[src/design/binary_grid_window_threshold_core_defines.svh]
// Assertion macros for the binary grid window threshold core.
// Taken in by the top level; no other dependencies.
`ifndef BINARY_GRID_WINDOW_THRESHOLD_CORE_DEFINES_SVH
`define BINARY_GRID_WINDOW_THRESHOLD_CORE_DEFINES_SVH

// Same-cycle implication, disabled while reset is asserted.
`define BGWT_ASSERT_SAME(lbl, clk, rstn, ante, cons, msg) \
    lbl: assert property (@(posedge clk) disable iff (!(rstn)) (ante) |-> (cons)) \
        else $error(msg);

// Next-cycle implication, disabled while reset is asserted.
`define BGWT_ASSERT_NEXT(lbl, clk, rstn, ante, cons, msg) \
    lbl: assert property (@(posedge clk) disable iff (!(rstn)) (ante) |=> (cons)) \
        else $error(msg);

`endif

[src/design/bgwt_ram.sv]
// Generic single-write, single-read synchronous RAM with registered read data.
// No dependencies.
`timescale 1ns / 1ps

module bgwt_ram #(
    parameter int WIDTH = 64,
    parameter int DEPTH = 64
) (
    input  logic                     i_clk,
    input  logic                     i_we,
    input  logic [$clog2(DEPTH)-1:0] i_waddr,
    input  logic [WIDTH-1:0]         i_wdata,
    input  logic                     i_re,
    input  logic [$clog2(DEPTH)-1:0] i_raddr,
    output logic [WIDTH-1:0]         o_rdata
);
    logic [WIDTH-1:0] r_mem [DEPTH];
    logic [WIDTH-1:0] r_rdata;

    always_ff @(posedge i_clk) begin
        if (i_we) begin
            r_mem[i_waddr] <= i_wdata;
        end
        if (i_re) begin
            r_rdata <= r_mem[i_raddr];
        end
    end

    assign o_rdata = r_rdata;
endmodule

[config.mk]
export PLATFORM = sky130hd
export DESIGN_NAME = bgwt_ram
export DESIGN_NICKNAME = d
export VERILOG_FILES = /design/src/design/binary_grid_window_threshold_core_defines.svh /design/src/design/bgwt_ram.sv
export SDC_FILE = /design/constraint.sdc
export NUM_CORES = 2
export LEC_CHECK = 0
export ABC_AREA = 1
export BUFFER_PORTS_ARGS = -buffer_cell sky130_fd_sc_hd__buf_2
export CAP_MARGIN = 20
export CORE_MARGIN = 5
export CORE_UTILIZATION = 25
export CTS_CLUSTER_SIZE = 28
export DETAILED_ROUTE_END_ITERATION = 16
export GPL_TIMING_DRIVEN = 0
export PLACE_DENSITY_LB_ADDON = 0.12
export SETUP_SLACK_MARGIN = 0.3
export SYNTH_ARGS = -nofsm -noshare
export SYNTH_HDL_FRONTEND = slang
export SYNTH_SLANG_ARGS = --single-unit
[constraint.sdc]
create_clock -name i_clk -period 9.3 [get_ports i_clk]
set_input_delay 1.395 -clock i_clk [delete_from_list [all_inputs] [get_ports i_clk]]
set_output_delay 1.395 -clock i_clk [all_outputs]
set_load 0.01 [all_outputs]
==> qor.yml <==
ys_warn_count: 0
rrSetupSlack_ns: 6.81
drtIter0Drc: 15200
io_buffers: 134
dp.cells: 22900
relSlewSlack: 0.181
met2_usage: 0.386
power.total_uw: 42200
ys_types: 15
drive_gt1_frac: 0.135
crit_path_end_kind: "flop"
yosys-top-cells-area: "edfxtp_1 (75%), nand3_1 (12%), nand2_1 (10%)"
finalSetupViolations: 0
worst_pin_slew_ns: 1.23
fillCellCount: 67300
syn_area_um2: 166000
drt-pass1-iter-count: 7
ys_ff_latch: 4160
rsz0062_at_grt: "no"
whs_path_depth: 1
finalWirelength_um: 822000
syn2layout_area_growth_pct: 21.5
grt_pass1_vias: 108000
gp_congestion: 0.840
io_pins: 143
htreeDepth: 5
clk_pin_slew_worst_paths_ns: 0.06
arrival_ns: 5.70
min_period_ns: 4.87
avgSynthCellArea_um2: 12.4
dieArea_um2: 680000
clock_skew_ns: 0.0979
grt_max_degree: 65
drc: 0
yosysSeqAreaShare: 0.753
synthCells: 13400
postCtsSetupBuffers: 0
yosysTopAreaCell: "edfxtp_1"
clock_sinks: 4160
p_per_area_nw_per_um2: 209
antenna_found_initial: 142
reg2reg_depth: 8
cp_slowest_cell: "buf_2"
grt-busiest-layer: "met2"
final_core_util: 0.304
synth_top_area_frac: 0.753
crit_family: "buffers and inverters"
path_cells: "buf_2 -> inv_2 -> buf_2 -> buf_1 -> nand3_1 -> nand3_1 -> nand3_1 -> nand2_1 -> nand2_1 -> nand2_1"
met3_usage: 0.0359
start_kind: "input pin"
p_leak_uw: 0.0703
viasPerCell: 4.88
insertion_delay_ns: 1.08
cts_root_buf: "clkbuf_16"
final_hold_viol_count: 0
fin_setup_tns_ns: 0
drv_cap: 0
cts_tree: "done"
worstPathMaxFanout: 10
cts_buffer_depth: 4
outcome: "completed"
max_stage_delay_ns: 0.86
vias: 116000
die_h_um: 825
max_freq_mhz: 205
fin_crit_sh: 0.524
coreArea_um2: 663000
cts_hold_buf: 0
path_buf_inv: 4
grt_usage: 0.234
crit_required_ns: 10.12
initial_core_util: 0.250
fin_nets: 14600
syn_nets: 13500
cts_resized: 0
rows: 299
final_cells: 23900
grt_pass1_wl_um: 1070000
grt.overflow.total: 0
use_met1: 0.311
die_width_um: 825
hold_class: "in -> reg"
hpwl_um: 590000
worstReg2RegStart: "r_mem[14][26]"
worstSetupPathType: "in -> reg"
wl_per_cell_um: 34.4
peakVddDrop_mv: 0.171
min_to: "r_mem[39][8]"
cts_buffers: 463
r2r_end: "o_rdata[26]"
maxSlewViolCount: 0
hp-start: "i_wdata[8]"
drtAntennaViolNets: 0
worst reg2reg max path, cell delays in order (launching register included):
cell and delay, ns:
edfxtp_1 0.37, nand2_1 0.07, nand3_1 0.06, nand3_1 0.13, nand3_1 0.15, nand3_1 0.37, nand2_1 0.11, nand2_1 0.42
nand2_1 0.47
power breakdown:
group          switching, uW  internal [uW]
Sequential              38.4          20800
Clock                   8090           9870
Combinational           2690            727
metal layers:
metal,share of wire,vias to the layer above
met5,0.00021,-
met4,0.043,26
met3,0.070,1104
met2,0.47,5057
met1,0.41,59800
li1,-,50400
placed cells by master (no fill, tap or decap):
| cell | instances |
|---|---|
| clkinvlp_4 | 6 |
| buf_2 | 588 |
| buf_8 | 20 |
| edfxtp_1 | 4160 |
| clkbuf_1 | 224 |
| nand4_1 | 9 |
| clkinv_1 | 141 |
| buf_1 | 64 |
| clkinv_2 | 74 |
| buf_12 | 242 |
| buf_6 | 66 |
| clkinv_16 | 8 |
| clkbuf_2 | 26 |
| clkbuf_4 | 1 |
| clkbuf_16 | 467 |
| nand2_1 | 4416 |
| clkinv_4 | 1 |
| inv_16 | 5 |
| inv_4 | 2 |
| clkinv_8 | 5 |
| bufinv_16 | 25 |
| nor2_4 | 56 |
| inv_6 | 6 |
| inv_2 | 2 |
| nor4_2 | 8 |
| buf_16 | 82 |
| nand3_1 | 3847 |
| inv_1 | 8 |
| buf_4 | 324 |
| diode_2 | 109 |
cell usage after synthesis (all sizes together):
library cell	instances
nor2	56
nand2	4416
nor4	8
buf	750
inv	12
nand3	3847
edfxtp	4160
nand4	9
clkbuf	147
flip-flops by register name (all words and copies together), names as in the netlist:
signal,cells
o_rdata,64
r_mem,4096
worst max-delay path by stage:
stage          startpoint            end  depth (start not counted)
6_report       i_raddr[2]    o_rdata[38]                         10
5_1_grt        i_raddr[2]    o_rdata[38]                         10
4_1_cts        i_raddr[2]    o_rdata[38]                         10
3_5_place_dp   i_raddr[2]    o_rdata[38]                         10
3_3_place_gp         i_we  r_mem[49][45]                          3
2_1_floorplan        i_we   r_mem[48][0]                          3
cell type report:
type                       instances  area [um^2]  share of cell area
antenna                          109          273             0.00135
clock inverter                   271         2180              0.0108
timing repair buffer             636         9470              0.0470
buffer                           897         4880              0.0242
sequential                      4160       125000               0.620
clock buffer                     571        12100              0.0599
inverter                          12         50.0            0.000248
tap                             8879        11100              0.0551
multi-input combinational       8336        36600               0.182
logic make-up after synthesis:
family        count (synthesis)  share of synthesized area
buf+inv                     909                     0.0294
flops                      4160                      0.753
simple gates               8336                      0.218
per-stage QoR:
step	setup slack [ns]	instance area, um^2	hold WS (ns)
2_1_floorplan	0.623	166000	0.797
6_report	4.43	202000	0.534
4_1_cts	4.61	201000	0.427
3_5_place_dp	3.45	187000	0.934
5_1_grt	4.64	201000	0.492
3_3_place_gp	-17.69	178000	0.949
No activity file was read; power rests on OpenSTA's default activity.
