[src/design/binary_grid_window_threshold_core_defines.svh]
// Assertion macros for the binary grid window threshold core.
// Taken in by the top level; no other dependencies.
`ifndef BINARY_GRID_WINDOW_THRESHOLD_CORE_DEFINES_SVH
`define BINARY_GRID_WINDOW_THRESHOLD_CORE_DEFINES_SVH

// Same-cycle implication, disabled while reset is asserted.
`define BGWT_ASSERT_SAME(lbl, clk, rstn, ante, cons, msg) \
    lbl: assert property (@(posedge clk) disable iff (!(rstn)) (ante) |-> (cons)) \
        else $error(msg);

// Next-cycle implication, disabled while reset is asserted.
`define BGWT_ASSERT_NEXT(lbl, clk, rstn, ante, cons, msg) \
    lbl: assert property (@(posedge clk) disable iff (!(rstn)) (ante) |=> (cons)) \
        else $error(msg);

`endif

[src/design/bgwt_win_cnt.sv]
// Counts the ones of one map row inside the column span of the window;
// columns outside the map count as ones. Depends on nothing but its parameters.
`timescale 1ns / 1ps

module bgwt_win_cnt #(
    parameter int MAX_COLS   = 64,
    parameter int MAX_RADIUS = 3,
    parameter int AW         = 9
) (
    input  logic [MAX_COLS-1:0]                   i_word,
    input  logic [AW-1:0]                         i_col,
    input  logic [$clog2(MAX_RADIUS+1)-1:0]       i_rad,
    input  logic [AW-1:0]                         i_width,
    output logic [$clog2(2*MAX_RADIUS+2)-1:0]     o_count
);
    localparam int SIDE_MAX = 2 * MAX_RADIUS + 1;
    localparam int CW       = $clog2(MAX_COLS);
    localparam int SW       = $clog2(SIDE_MAX + 1);

    logic [SIDE_MAX-1:0] hit;

    always_comb begin
        logic [AW-1:0] cv;
        for (int d = 0; d < SIDE_MAX; d++) begin
            cv = i_col + AW'(d) - AW'(i_rad);
            if (AW'(d) > (AW'(i_rad) << 1)) begin
                hit[d] = 1'b0;
            end else if (cv[AW-1] || (cv >= i_width)) begin
                hit[d] = 1'b1;
            end else begin
                hit[d] = i_word[cv[CW-1:0]];
            end
        end
    end

    always_comb begin
        o_count = '0;
        for (int d = 0; d < SIDE_MAX; d++) begin
            o_count = o_count + SW'(hit[d]);
        end
    end
endmodule

[config.mk]
export PLATFORM = sky130hd
export DESIGN_NAME = bgwt_win_cnt
export DESIGN_NICKNAME = d
export VERILOG_FILES = /design/src/design/binary_grid_window_threshold_core_defines.svh /design/src/design/bgwt_win_cnt.sv
export SDC_FILE = /design/constraint.sdc
export NUM_CORES = 1
export LEC_CHECK = 0
export BUFFER_PORTS_ARGS = -buffer_cell sky130_fd_sc_hd__buf_4
export CAP_MARGIN = 20
export CELL_PAD_IN_SITES_DETAIL_PLACEMENT = 1
export CELL_PAD_IN_SITES_GLOBAL_PLACEMENT = 2
export CORE_ASPECT_RATIO = 1.25
export CORE_MARGIN = 3
export CORE_UTILIZATION = 35
export DETAILED_ROUTE_END_ITERATION = 10
export PLACE_DENSITY_LB_ADDON = 0.1
export SLEW_MARGIN = 20
export SYNTH_ARGS = -nofsm -noshare
export SYNTH_HDL_FRONTEND = slang
export SYNTH_SLANG_ARGS = --single-unit
[constraint.sdc]
create_clock -name vclk -period 7.7
set_input_delay 1.54 -clock vclk [all_inputs]
set_output_delay 1.54 -clock vclk [all_outputs]
set_load 0.02 [all_outputs]
==> metrics <==
DRC violation count after routing 0; xor-xnor portion of the synthesized cell area roughly 7.3%; share of the cycle needed by the critical path after routing 104%; Max Fanout on Critical Path 3; area fraction of the dominant cell type after synthesis ~29%; setup repair after global routing missed its margin true; met1 WL about 8.7 mm; Total Wirelength ~22 mm; Post-Syn Instances 526; vias in the first global route around 6.1k; Port-buffer cells just under 90; max-slew violation total from the final report 0; standard cell core area roughly 0.015 sq mm; total setup violations reported at the end of the flow 2; power share of the clock group 0%; min cycle time layout 7.98 ns; worst hold slack 4.08 ns; Non-Filler Cell Area, Final 0.00761 sq mm; result of the run complete, but fails checks; net count after synthesis 704; Met3 Routed Length around 560 microns; leading cell types by total area after synthesis mux4_2 29%, ha_1 19%, mux4_1 8.6%; Detail Route Antenna Nets 0; area of the die ~0.017 sq mm; antenna violations before repair 0; last weighted congestion value of the routability-driven placer 0.924; DP HPWL around 19 mm; CTS hold repair buffers 0; wire length of the first global-routing pass approximately 35 mm; headroom to the max-slew limit approximately half; Initial DRC Count 195; ANT cells 0; share of power burned in registers 0%; leakage power of the design 3.44 nW; switching share of total power 48.5%; kind of end point of the critical path primary output; number of iterations in the first detailed-routing pass 4; Setup WS post-layout -0.281 ns; adder-cell share of the synthesized area approximately 23%; Comb pwr share between 90% and 100%; Layout Cells excl Fill 935; grt ovf 0; failing checks negative setup slack; Seq Cell Count 0; Commonest cells post-synth 83 x ha_1, 70 x mux4_2, 49 x inv_1; Hold Path Cell Cnt 7; number of top-level pins 87; length of routed met2 wiring 12.0 mm; post-detailed-placement cell area approximately 0.0074 sq mm; total number of yosys warnings 0; starting density of the core a little over a third; via density per instance just under 6; routed len/inst around 24 microns; number of clock buffers in the layout 0; WP data required about 6 ns; CP startpoint kind primary input; total power divided by cell area between 100 and 150 mW/mm^2; sequential share of the synthesized area 0%; syn_area_per_cell ~10 sq um; y dimension of the die between 100 and 150 microns; Min-Delay Startpoint i_rad[1]; Worst Setup Slack post-DPL -0.440 ns; width of the die approximately 120 microns; multiplexer share of the synthesized area 43.8%; fraction of final layout cells sized beyond drive strength 1 a little under half; total routing usage reported by global routing between 20% and 30%; pin count of the biggest net entering global routing 31; footprint of the flip-flops and latches 0 sq um; synthesized-area fraction occupied by ao, oa, aoi and oai cells 12.2%; number of placement rows 50; switching power of the nets a little over 0.5 mW; relative area change from synthesis to final layout 38.4%; simple-gate portion of the synthesized area 7.74%; uppermost layer routed met4; Hold Vio Cnt, Final 0; dominant combinational cell family by area after synthesis multiplexers; type of the setup path with the least slack primary input to primary output; count of different cell masters after synthesis 56; worst supply voltage drop on vdd 0.000221 V; max-capacitance violation count 0; final-layout setup total negative slack -0.389 ns; library cell with the largest summed area after synthesis mux4_2; kind of path behind the tightest hold check primary input to primary output; achievable frequency 125 MHz; endpoint of the worst hold-timing path o_count[0]; leading cell type by number of instances after synthesis ha_1; Int Power 0.542 mW; measured slew at the worst slew-check pin ~0.73 ns; summed instance area of the synthesized netlist around 0.0055 sq mm; data arrival time of the worst path 6.44 ns; number of cells after detailed placement 926; final layout net count 907; via count approximately 5.5k
[critical path, stage by stage]
cell	delay (ns)
buf_8	0.09
inv_8	0.03
ha_4	0.26
inv_4	0.04
ha_4	0.16
fa_2	0.38
nand2b_1	0.10
a2bb2oi_2	0.08
a21oi_1	0.19
nor2_1	0.06
nor2_1	0.13
xnor2_1	0.17
ha_1	0.29
a31o_2	0.26
a211oi_2	0.23
nor3b_2	0.22
a211oi_2	0.10
fa_1	0.51
inv_1	0.05
fa_1	0.49
inv_2	0.05
fa_2	0.36
fa_2	0.54
buf_6	0.11
[power by group through the flow]
stage | registers (mW) | clock network (mW) | logic [mW]
2_1_floorplan | 0 | 0 | 0.611
3_3_place_gp | 0 | 0 | 0.981
3_5_place_dp | 0 | 0 | 1.01
4_1_cts | 0 | 0 | 1.05
5_1_grt | 0 | 0 | 1.13
6_report | 0 | 0 | 1.05
[worst max-delay path by stage]
stage                     startpoint          to  slack (ns)  cells after the start
final                       i_col[1]  o_count[1]       -0.28                     24
after global routing        i_col[1]  o_count[1]       -0.50                     27
after CTS                   i_col[1]  o_count[1]       -0.26                     26
after detailed placement    i_col[1]  o_count[1]       -0.44                     25
after global placement      i_col[1]  o_count[1]       -0.40                     25
after floorplan             i_col[1]  o_count[1]       -0.02                     22
[routing by layer]
layer,vias to the layer above,GRT usage [%]
met5,-,0
met1,2790,30.8
met2,160,48.6
li1,2485,-
met4,0,8.04
met3,34,0.659
[layout by cell type (no fill, tap or decap), types with 4 or more instances in the layout]
cell type	n
a211oi_1	5
a21o_1	6
a21oi_1	28
a31oi_1	4
buf_12	8
buf_4	211
buf_6	6
fa_1	6
fa_2	5
ha_1	75
ha_4	5
inv_1	44
inv_2	5
mux2_2	6
mux2i_1	29
mux4_1	18
mux4_2	70
nand2_1	22
nand2b_1	5
nand3_1	8
nor2_1	19
nor2b_1	5
o211ai_1	6
o21a_1	4
o21ai_0	25
o21bai_1	8
xnor2_1	31
xor2_1	10
[final cells by class]
class	count	area (sq um)
inverters	52	205
repair buffers	226	1830
fillers	1730	7590
multi-input cells	449	5320
well taps	208	260
[cell families after synthesis]
| group | count (synthesis) |
|---|---|
| buffers and inverters | 77 |
| muxes | 123 |
| adders and majority gates | 94 |
| and+or+nand+nor | 84 |
| AOI/OAI and AO/OA | 104 |
| xor gates and xnor gates | 44 |
[metrics by stage]
step / power, mW / utilization [%]
floorplan: 0.611 / -
global placement: 0.981 / 48.8
detailed placement: 1.01 / 48.8
CTS: 1.05 / 50.0
global route: 1.13 / 50.1
finish: 1.05 / 50.1
[what timing repair did]
item	in CTS	in global routing
gates resized for setup	28	1
pin swaps	18	8
setup endpoints to repair	3	3
setup buffers	8	1
No activity file was read; power rests on OpenSTA's default activity.
